**config.mk**
```make
export PLATFORM = sky130hd
export DESIGN_NAME = radix_integer_parser_flat
export DESIGN_NICKNAME = d
export VERILOG_FILES = /design/src/design/rip_pkg.sv /design/src/design/rip_if.sv /design/src/design/radix_integer_parser.sv /design/src/flat_wrapper.sv
export VERILOG_INCLUDE_DIRS = /design/src /design/src/design
export SDC_FILE = /design/constraint.sdc
export NUM_CORES = 2
export LEC_CHECK = 0
export BUFFER_PORTS_ARGS = -buffer_cell sky130_fd_sc_hd__buf_2
export CAP_MARGIN = 20
export CORE_MARGIN = 2
export CORE_UTILIZATION = 58
export CTS_CLUSTER_DIAMETER = 150
export CTS_CLUSTER_SIZE = 8
export DETAILED_ROUTE_END_ITERATION = 8
export PLACE_DENSITY = 0.86
export SYNTH_ARGS = -nofsm -noshare
export SYNTH_HDL_FRONTEND = slang
export SYNTH_SLANG_ARGS = --single-unit
```
**constraint.sdc**
```tcl
create_clock -name clock -period 11.3 [get_ports clock]
set_input_delay 1.13 -clock clock [delete_from_list [all_inputs] [get_ports clock]]
set_output_delay 1.13 -clock clock [all_outputs]
set_load 0.01 [all_outputs]
```
**src/design/radix_integer_parser_assert.svh**
```systemverilog
`ifndef RADIX_INTEGER_PARSER_ASSERT_SVH
`define RADIX_INTEGER_PARSER_ASSERT_SVH

// Checks that a condition holds in the same cycle as its trigger.
`define RIP_ASSERT_NOW(label, clk, rst, ante, cons) \
   label: assert property (@(posedge clk) disable iff (rst) (ante) |-> (cons)) \
      else $error("radix_integer_parser assertion failed");

// Checks that a condition holds in the cycle after its trigger.
`define RIP_ASSERT_NEXT(label, clk, rst, ante, cons) \
   label: assert property (@(posedge clk) disable iff (rst) (ante) |=> (cons)) \
      else $error("radix_integer_parser assertion failed");

`endif

```
**src/design/rip_pkg.sv**
```systemverilog
package rip_pkg;

   localparam logic [20:0] CP_PLUS   = 21'h00002b;
   localparam logic [20:0] CP_HYPHEN = 21'h00002d;
   localparam logic [20:0] CP_MINUS  = 21'h002212;

   localparam logic [5:0] RADIX_RESET = 6'd10;
   localparam logic [5:0] RADIX_MIN   = 6'd2;
   localparam logic [5:0] RADIX_MAX   = 6'd36;
   localparam logic [5:0] NO_DIGIT    = 6'd63;

   typedef enum logic [2:0] {
      ERR_NONE           = 3'd0,
      ERR_EMPTY          = 3'd1,
      ERR_DOUBLE_SPACE   = 3'd2,
      ERR_ILLEGAL        = 3'd3,
      ERR_OVERFLOW       = 3'd4,
      ERR_TRAILING_SPACE = 3'd5,
      ERR_NO_DIGITS      = 3'd6
   } err_code_type;

   // Unicode space separators (general category Zs).
   function automatic logic is_space_sep(input logic [20:0] c);
      return (c == 21'h000020) || (c == 21'h0000a0) || (c == 21'h001680) ||
             ((c >= 21'h002000) && (c <= 21'h00200a)) ||
             (c == 21'h00202f) || (c == 21'h00205f) || (c == 21'h003000);
   endfunction

   // Value of an ASCII alphanumeric, or NO_DIGIT for anything else.
   function automatic logic [5:0] digit_value(input logic [20:0] c);
      logic [6:0] a;
      logic [5:0] d;
      a = c[6:0];
      d = NO_DIGIT;
      if (c[20:7] == 14'd0) begin
         if ((a >= 7'h30) && (a <= 7'h39)) begin
            d = 6'(a - 7'h30);
         end else if ((a >= 7'h61) && (a <= 7'h7a)) begin
            d = 6'(a - 7'h61 + 7'd10);
         end else if ((a >= 7'h41) && (a <= 7'h5a)) begin
            d = 6'(a - 7'h41 + 7'd10);
         end
      end
      return d;
   endfunction

endpackage

```
**src/design/rip_if.sv**
```systemverilog
interface rip_req_if;
   logic        valid;
   logic        ready;
   logic [20:0] code_point;
   logic        is_last;
   logic        is_empty;

   modport source (output valid, output code_point, output is_last, output is_empty,
                   input ready);
   modport sink (input valid, input code_point, input is_last, input is_empty,
                 output ready);
endinterface

interface rip_rsp_if;
   logic               valid;
   logic               ready;
   logic               ok;
   logic signed [63:0] value;
   logic [2:0]         error_code;
   logic [15:0]        error_position;

   modport source (output valid, output ok, output value, output error_code,
                   output error_position, input ready);
   modport sink (input valid, input ok, input value, input error_code,
                 input error_position, output ready);
endinterface

```
**src/design/radix_integer_parser.sv**
```systemverilog
// Channel  | Direction | Handshake        | Payload
// req_ch   | in        | valid/ready      | code_point, is_last, is_empty
// rsp_ch   | out       | valid/ready      | ok, value, error_code, error_position
// csr_*    | in        | write enable     | radix (6 bits)
//
// One item per cycle sustained while no result is stalled; a result is valid once the item
// that ends its string has passed the input register and then the digit multiply-add and
// overflow compare into the result register.
// The parse state is updated once per cycle by that same multiply-add, which sets the rate.
// Synchronous active-high reset clears the string state and sets the radix to ten.
// A stalled result blocks only an item that itself ends a string, and the items behind it.
module radix_integer_parser #(
   parameter int INDEX_WIDTH = 16
) (
   input  logic              clock,
   input  logic              reset,
   rip_req_if.sink           req_ch,
   rip_rsp_if.source         rsp_ch,
   input  logic              csr_wr_en,
   input  logic [5:0]        csr_wr_data
);

   logic [5:0] radix_ff;

   // Input register.
   logic        in_v_ff, in_v_in;
   logic [20:0] cp_ff;
   logic        last_ff;
   logic        empty_ff;

   // String state.
   logic [63:0]              acc_ff, acc_in;
   logic                     neg_ff, neg_in;
   logic                     pend_ff, pend_in;
   logic                     seen_ff, seen_in;
   logic [INDEX_WIDTH-1:0]   idx_ff, idx_in;
   logic                     failed_ff, failed_in;
   rip_pkg::err_code_type    fcode_ff, fcode_in;
   logic [15:0]              fpos_ff, fpos_in;

   // Result register.
   logic                     rsp_v_ff, rsp_v_in;
   logic                     rsp_ok_ff;
   logic [63:0]              rsp_value_ff;
   rip_pkg::err_code_type    rsp_code_ff;
   logic [15:0]              rsp_pos_ff;

   logic                     res_ok;
   logic [63:0]              res_value;
   rip_pkg::err_code_type    res_code;
   logic [15:0]              res_pos;

   logic        gives_result, fire;
   logic        is_first, sign_minus, sign_plus, is_space;
   logic [5:0]  dig;
   logic        digit_ok;
   logic [69:0] prod;
   logic [70:0] sum;
   logic [63:0] limit;
   logic        over;
   logic [15:0] pos_here;

   assign gives_result = empty_ff || last_ff;
   assign fire = in_v_ff && (!gives_result || !rsp_v_ff || rsp_ch.ready);
   assign req_ch.ready = !in_v_ff || fire;

   assign is_first   = (idx_ff == '0);
   assign sign_minus = is_first && ((cp_ff == rip_pkg::CP_HYPHEN) ||
                                    (cp_ff == rip_pkg::CP_MINUS));
   assign sign_plus  = is_first && (cp_ff == rip_pkg::CP_PLUS);
   assign is_space   = !is_first && rip_pkg::is_space_sep(cp_ff);
   assign dig        = rip_pkg::digit_value(cp_ff);
   assign digit_ok   = (radix_ff >= rip_pkg::RADIX_MIN) && (radix_ff <= rip_pkg::RADIX_MAX) &&
                       (dig < radix_ff);
   // The full product never wraps, so the bound compare is exact.
   assign prod  = 70'(acc_ff) * 70'(radix_ff);
   assign sum   = 71'(prod) + 71'(dig);
   assign limit = neg_ff ? 64'h8000_0000_0000_0000 : 64'h7fff_ffff_ffff_ffff;
   assign over  = sum > 71'(limit);
   assign pos_here = 16'(idx_ff);

   always_comb begin
      in_v_in   = in_v_ff;
      acc_in    = acc_ff;
      neg_in    = neg_ff;
      pend_in   = pend_ff;
      seen_in   = seen_ff;
      idx_in    = idx_ff;
      failed_in = failed_ff;
      fcode_in  = fcode_ff;
      fpos_in   = fpos_ff;
      res_ok    = 1'b0;
      res_value = 64'd0;
      res_code  = rip_pkg::ERR_NONE;
      res_pos   = 16'd0;

      if (req_ch.valid && req_ch.ready) begin
         in_v_in = 1'b1;
      end else if (fire) begin
         in_v_in = 1'b0;
      end

      if (fire) begin
         if (empty_ff) begin
            res_code = rip_pkg::ERR_EMPTY;
         end else begin
            if (!failed_ff) begin
               if (sign_minus) begin
                  neg_in = 1'b1;
               end else if (sign_plus) begin
                  neg_in = neg_ff;
               end else if (is_space) begin
                  if (pend_ff) begin
                     failed_in = 1'b1;
                     fcode_in  = rip_pkg::ERR_DOUBLE_SPACE;
                     fpos_in   = pos_here;
                  end else begin
                     pend_in = 1'b1;
                  end
               end else if (!digit_ok) begin
                  failed_in = 1'b1;
                  fcode_in  = rip_pkg::ERR_ILLEGAL;
                  fpos_in   = pos_here;
               end else if (over) begin
                  failed_in = 1'b1;
                  fcode_in  = rip_pkg::ERR_OVERFLOW;
                  fpos_in   = pos_here;
               end else begin
                  acc_in  = sum[63:0];
                  pend_in = 1'b0;
                  seen_in = 1'b1;
               end
            end
            if (!last_ff) begin
               if (idx_ff != '1) begin
                  idx_in = idx_ff + 1'b1;
               end
            end else begin
               if (!failed_in && pend_in) begin
                  failed_in = 1'b1;
                  fcode_in  = rip_pkg::ERR_TRAILING_SPACE;
                  fpos_in   = pos_here;
               end
               if (!failed_in && !seen_in) begin
                  failed_in = 1'b1;
                  fcode_in  = rip_pkg::ERR_NO_DIGITS;
                  fpos_in   = 16'd0;
               end
               if (failed_in) begin
                  res_code = fcode_in;
                  res_pos  = fpos_in;
               end else begin
                  res_ok    = 1'b1;
                  res_value = neg_in ? (64'd0 - acc_in) : acc_in;
               end
            end
         end
         // Every result closes the string.
         if (gives_result) begin
            acc_in    = 64'd0;
            neg_in    = 1'b0;
            pend_in   = 1'b0;
            seen_in   = 1'b0;
            idx_in    = '0;
            failed_in = 1'b0;
            fcode_in  = rip_pkg::ERR_NONE;
            fpos_in   = 16'd0;
         end
      end

      if (fire && gives_result) begin
         rsp_v_in = 1'b1;
      end else if (rsp_ch.ready) begin
         rsp_v_in = 1'b0;
      end else begin
         rsp_v_in = rsp_v_ff;
      end
   end

   always_ff @(posedge clock) begin
      if (reset) begin
         radix_ff  <= rip_pkg::RADIX_RESET;
         in_v_ff   <= 1'b0;
         rsp_v_ff  <= 1'b0;
         acc_ff    <= 64'd0;
         neg_ff    <= 1'b0;
         pend_ff   <= 1'b0;
         seen_ff   <= 1'b0;
         idx_ff    <= '0;
         failed_ff <= 1'b0;
         fcode_ff  <= rip_pkg::ERR_NONE;
         fpos_ff   <= 16'd0;
      end else begin
         if (csr_wr_en) begin
            radix_ff <= csr_wr_data;
         end
         in_v_ff   <= in_v_in;
         rsp_v_ff  <= rsp_v_in;
         acc_ff    <= acc_in;
         neg_ff    <= neg_in;
         pend_ff   <= pend_in;
         seen_ff   <= seen_in;
         idx_ff    <= idx_in;
         failed_ff <= failed_in;
         fcode_ff  <= fcode_in;
         fpos_ff   <= fpos_in;
      end
   end

   always_ff @(posedge clock) begin
      if (req_ch.valid && req_ch.ready) begin
         cp_ff    <= req_ch.code_point;
         last_ff  <= req_ch.is_last;
         empty_ff <= req_ch.is_empty;
      end
      if (fire && gives_result) begin
         rsp_ok_ff    <= res_ok;
         rsp_value_ff <= res_value;
         rsp_code_ff  <= res_code;
         rsp_pos_ff   <= res_pos;
      end
   end

   assign rsp_ch.valid          = rsp_v_ff;
   assign rsp_ch.ok             = rsp_ok_ff;
   assign rsp_ch.value          = rsp_value_ff;
   assign rsp_ch.error_code     = rsp_code_ff;
   assign rsp_ch.error_position = rsp_pos_ff;

`include "radix_integer_parser_assert.svh"

   `RIP_ASSERT_NOW(a_ok_no_error, clock, reset, rsp_v_ff && rsp_ok_ff,
      (rsp_code_ff == rip_pkg::ERR_NONE) && (rsp_pos_ff == 16'd0))
   `RIP_ASSERT_NOW(a_failed_has_code, clock, reset, failed_ff, fcode_ff != rip_pkg::ERR_NONE)
   `RIP_ASSERT_NEXT(a_end_clears_string, clock, reset, fire && gives_result,
      (idx_ff == '0) && !failed_ff && !seen_ff && (acc_ff == 64'd0))

endmodule

```
**src/flat_wrapper.sv**
```systemverilog
// flat-port wrapper written by rule: the top's interface ports become plain ports
module radix_integer_parser_flat 
#(
   parameter int INDEX_WIDTH = 16
)
  (clock, reset, csr_wr_en, csr_wr_data, req_ch_valid, req_ch_code_point, req_ch_is_last, req_ch_is_empty, req_ch_ready, rsp_ch_valid, rsp_ch_ok, rsp_ch_value, rsp_ch_error_code, rsp_ch_error_position, rsp_ch_ready);
  rip_req_if req_ch_i ();
  rip_rsp_if rsp_ch_i ();
  input  logic clock;
  input  logic reset;
  input  logic csr_wr_en;
  input  logic [5:0] csr_wr_data;
  input wire logic [$bits(req_ch_i.valid)-1:0] req_ch_valid;
  input wire logic [$bits(req_ch_i.code_point)-1:0] req_ch_code_point;
  input wire logic [$bits(req_ch_i.is_last)-1:0] req_ch_is_last;
  input wire logic [$bits(req_ch_i.is_empty)-1:0] req_ch_is_empty;
  output wire logic [$bits(req_ch_i.ready)-1:0] req_ch_ready;
  output wire logic [$bits(rsp_ch_i.valid)-1:0] rsp_ch_valid;
  output wire logic [$bits(rsp_ch_i.ok)-1:0] rsp_ch_ok;
  output wire logic [$bits(rsp_ch_i.value)-1:0] rsp_ch_value;
  output wire logic [$bits(rsp_ch_i.error_code)-1:0] rsp_ch_error_code;
  output wire logic [$bits(rsp_ch_i.error_position)-1:0] rsp_ch_error_position;
  input wire logic [$bits(rsp_ch_i.ready)-1:0] rsp_ch_ready;
  assign req_ch_i.valid = req_ch_valid;
  assign req_ch_i.code_point = req_ch_code_point;
  assign req_ch_i.is_last = req_ch_is_last;
  assign req_ch_i.is_empty = req_ch_is_empty;
  assign req_ch_ready = req_ch_i.ready;
  assign rsp_ch_valid = rsp_ch_i.valid;
  assign rsp_ch_ok = rsp_ch_i.ok;
  assign rsp_ch_value = rsp_ch_i.value;
  assign rsp_ch_error_code = rsp_ch_i.error_code;
  assign rsp_ch_error_position = rsp_ch_i.error_position;
  assign rsp_ch_i.ready = rsp_ch_ready;
  radix_integer_parser #(.INDEX_WIDTH(INDEX_WIDTH)) u_core (.clock(clock), .reset(reset), .req_ch(req_ch_i), .rsp_ch(rsp_ch_i), .csr_wr_en(csr_wr_en), .csr_wr_data(csr_wr_data));
endmodule
```
==> impl_metrics.tcl <==
set metrics [dict create \
    fp.dieH_um 221 \
    wl_um 83000 \
    timing.max_cap.violations 0 \
    synth_cells 3265 \
    number_of_antenna_violations_at_the_first_check_in_global_routing 2 \
    clock-root-buffer "sky130_fd_sc_hd__clkbuf_16" \
    critical_path.reg2reg.startpoint "u_core.cp_ff[2]" \
    cts_num_sinks 218 \
    gp_congestion 1.01 \
    max_slew.worst_pin.slew_ps 1100 \
    cts_buffers 31 \
    outcome "finished clean" \
    fmaxAchievable_mhz 89.7 \
    critPathKind "flip-flop to flip-flop" \
    syn_area_per_cell_um2 8.38 \
    critical_path.reg2reg.endpoint "u_core.rsp_ch.value[56]" \
    drcViolationCount 0 \
    cts_max_path_buffers 3 \
    fin_crit_sh_pct 98.6 \
    global_route.overflow_total 0 \
    portBuffers 119 \
    synth_ff_type "sky130_fd_sc_hd__dfxtp_1" \
    synth_edf_count 107 \
    holdPathStages 2 \
    first_pass_grt_wire_length_um 132000 \
    die_area_um2 48900 \
    die_width_um 221 \
    layout-drive-gt1-share_pct 8.59 \
    ys_top_cells_by_count "sky130_fd_sc_hd__nand2_1 (362), sky130_fd_sc_hd__nor2_1 (314), sky130_fd_sc_hd__and2_1 (255)" \
    clk_latency_ps 600 \
    final_core_utilization_pct 63.1 \
    post-synth-top-area-fraction_pct 18.4 \
    grt.total_usage_pct 33.1 \
    dpl.hpwl_um 63000 \
    synth_seq_area_share_pct 19.9 \
    detail_route.wl_per_cell_um 21.3 \
    final_count_of_pins_violating_max_slew 0 \
    path_max_fanout 15 \
    vias_per_std_cell 6.56 \
    max_slew_margin_pct 26.3 \
    r2r.worst_path.cells 36 \
    synth.lib_cells_used.distinct 78 \
    number_of_global_route_vias_before_repair 24751 \
    worst_setup_path_end_kind "flip-flop" \
    route.vias.total 25501 \
    dpl-instance-area_um2 28400 \
    drt-pass1-iter-count 6 \
    leakage_power_of_the_design_nw 13.5 \
    hold_path_origin "u_core.fcode_ff[2]" \
    htreeDepth 1 \
    timing.hold.worst_endpoint "u_core.fcode_ff[2]" \
    grt_start_max_net_pins 70 \
    post_layout_nonfiller_instances 3890 \
    fin_crit_ps 11150 \
    critical_path.startpoint_type "flip-flop" \
    ys_ff_latch 218 \
    postSynth.asyncResetShare_pct 0 \
    cts_tree "done" \
    worst_hold_path_type "flip-flop to flip-flop" \
    holdWs_ps 509 \
    ir_worst_vdd_v 0.000154 \
    flow.area_growth_from_synthesis_pct 7.29 \
    crit_required_ps 11590 \
    report.final.setup_viol 0 \
    final_nets 3775 \
    ff2ff_setup_slack_ps 150 \
    critPathArrivalTime_ps 11430 \
    yosys_warnings 0 \
    initial_utilization_pct 58.8 \
    area_of_the_core_region_um2 46600 \
    syn-num-nets 3781 \
    syn-cell-area_um2 27400 \
    row_count 79 \
    timing_hold_violations_final 0 \
    dpl.cell_count 3833 \
    worst_clock_skew_ps 41.4 \
    fill_cell_total_of_the_finished_layout 3815 \
    io_pins 120 \
    ys_top_cells_by_area "sky130_fd_sc_hd__fa_1 (18%), sky130_fd_sc_hd__edfxtp_1 (12%), sky130_fd_sc_hd__ha_1 (11%)" \
    timing.critical_path.slowest_cell_delay_ps 620 \
    clock_pin_slew_on_the_worst_setup_and_hold_paths_ps 50 \
    post-synth-top-area-cell "sky130_fd_sc_hd__fa_1" \
    finish.instance_area_um2 29400 \
    crit_path_max_delay_cell_type "sky130_fd_sc_hd__edfxtp_1" \
    power_dens_cells_nw_per_um2 65.1 \
    ant_nets 0 \
    yosys.cell_count.top_type "sky130_fd_sc_hd__nand2_1" \
    detail_route.iter0.violations 3146 \
]
-- cells by family after synthesis --
| group | count (synthesis) | share of synthesized area, % |
|---|---|---|
| flops | 218 | 19.9 |
| mux | 96 | 3.62 |
| simple gates | 1312 | 23.9 |
| compound gates | 616 | 13.9 |
| xor+xnor | 120 | 3.87 |
| buf+inv | 421 | 5.83 |
| fa+ha+maj | 482 | 29.0 |
-- sequential cells by signal (all words and copies together), names as in the netlist --
signal	count
u_core.acc_ff	64
u_core.rsp_ch.value	64
u_core.cp_ff	21
u_core.fpos_ff	16
u_core.idx_ff	16
u_core.rsp_ch.error_position	16
u_core.radix_ff	6
u_core.fcode_ff	3
u_core.rsp_ch.error_code	3
u_core.empty_ff	1
u_core.failed_ff	1
u_core.in_v_ff	1
u_core.last_ff	1
u_core.neg_ff	1
u_core.pend_ff	1
u_core.rsp_ch.ok	1
u_core.rsp_ch.valid	1
u_core.seen_ff	1
-- worst max-delay path, delay by kind of cell (launching register included) --
family	cells	cell delay, ps
multiplexers	2	730
flip-flops	1	620
XOR/XNOR	2	580
adder cells (fa/ha/maj)	4	1510
AND/OR/NAND/NOR	12	3060
buffers and inverters	2	330
AO/OA/AOI/OAI	14	4020
-- repair_timing --
| action | 4_1_cts | 5_1_grt |
|---|---|---|
| buffers inserted | 0 | 0 |
| resized for setup | 1 | 20 |
| endpoints found under the setup margin | 1 | 14 |
| hold buffers | 0 | 0 |
-- where the power goes --
group | total, mW | switching [mW] | internal [mW]
sequential | 0.869 | 0.0250 | 0.844
combinational | 0.174 | 0.121 | 0.0531
clock | 0.869 | 0.359 | 0.510
total | 1.91 | 0.505 | 1.41
-- final cells by class --
| cell class | count | area, um^2 | share of cell area, % |
|---|---|---|---|
| Multi-Input combinational cell | 2626 | 20500 | 69.7 |
| Sequential cell | 218 | 5460 | 18.6 |
| Timing Repair Buffer | 169 | 985 | 3.35 |
| Clock buffer | 53 | 858 | 2.92 |
| Inverter | 213 | 801 | 2.73 |
| Tap cell | 607 | 759 | 2.59 |
| Clock inverter | 2 | 28.8 | 0.0980 |
| Antenna cell | 2 | 5.00 | 0.0170 |
-- placed cells by master (no fill, tap or decap), types with 9 or more instances in the layout --
| cell | count |
|---|---|
| sky130_fd_sc_hd__o21a_1 | 15 |
| sky130_fd_sc_hd__nand4_1 | 54 |
| sky130_fd_sc_hd__buf_4 | 48 |
| sky130_fd_sc_hd__nand2_1 | 362 |
| sky130_fd_sc_hd__a21o_1 | 33 |
| sky130_fd_sc_hd__buf_2 | 118 |
| sky130_fd_sc_hd__nor2_1 | 313 |
| sky130_fd_sc_hd__clkbuf_1 | 22 |
| sky130_fd_sc_hd__mux2_2 | 24 |
| sky130_fd_sc_hd__a211oi_1 | 18 |
| sky130_fd_sc_hd__a22oi_1 | 70 |
| sky130_fd_sc_hd__clkbuf_16 | 31 |
| sky130_fd_sc_hd__xor2_1 | 58 |
| sky130_fd_sc_hd__nor4_1 | 37 |
| sky130_fd_sc_hd__and3_1 | 17 |
| sky130_fd_sc_hd__nand3_1 | 55 |
| sky130_fd_sc_hd__o211ai_1 | 14 |
| sky130_fd_sc_hd__o22ai_1 | 9 |
| sky130_fd_sc_hd__nand2b_1 | 14 |
| sky130_fd_sc_hd__ha_1 | 230 |
| sky130_fd_sc_hd__o21ai_0 | 138 |
| sky130_fd_sc_hd__nor3_1 | 65 |
| sky130_fd_sc_hd__inv_1 | 211 |
| sky130_fd_sc_hd__dfxtp_1 | 104 |
| sky130_fd_sc_hd__o21bai_1 | 10 |
| sky130_fd_sc_hd__fa_1 | 252 |
| sky130_fd_sc_hd__nor2b_1 | 10 |
| sky130_fd_sc_hd__and4_1 | 14 |
| sky130_fd_sc_hd__edfxtp_1 | 107 |
| sky130_fd_sc_hd__o31ai_1 | 10 |
| sky130_fd_sc_hd__or3_1 | 43 |
| sky130_fd_sc_hd__mux2i_1 | 72 |
| sky130_fd_sc_hd__xnor2_1 | 59 |
| sky130_fd_sc_hd__or4_1 | 18 |
| sky130_fd_sc_hd__a21oi_1 | 194 |
| sky130_fd_sc_hd__a31oi_1 | 23 |
| sky130_fd_sc_hd__or2_2 | 14 |
| sky130_fd_sc_hd__and2_1 | 255 |
-- worst max path at each step --
stage / slack (ps) / startpoint / end
after floorplan: 840 / u_core.radix_ff[5] / u_core.rsp_ch.value[56]
after global routing: -30 / u_core.radix_ff[4] / u_core.rsp_ch.value[56]
final: 150 / u_core.cp_ff[2] / u_core.rsp_ch.value[56]
after CTS: 160 / u_core.radix_ff[4] / u_core.rsp_ch.value[56]
after detailed placement: 80 / u_core.radix_ff[0] / u_core.rsp_ch.value[56]
after global placement: 450 / u_core.radix_ff[5] / u_core.rsp_ch.value[56]
-- per-stage QoR --
| step | TNS, ps | setup WS [ps] | total power [mW] |
|---|---|---|---|
| 3_3_place_gp | 0 | 451 | 1.05 |
| 5_1_grt | -28.5 | -28.5 | 1.96 |
| 4_1_cts | 0 | 160 | 1.91 |
| 6_report | 0 | 154 | 1.91 |
| 2_1_floorplan | 0 | 837 | 0.986 |
| 3_5_place_dp | 0 | 76.2 | 1.05 |
-- per-layer routing --
metal	up-vias	wire length, um	GRT usage [%]
met5	-	13	0
met4	2	3620	13.9
met3	314	9340	6.90
met2	1639	38300	53.2
met1	12287	31800	43.5
li1	11259	-	-
No activity file was read; power rests on OpenSTA's default activity.
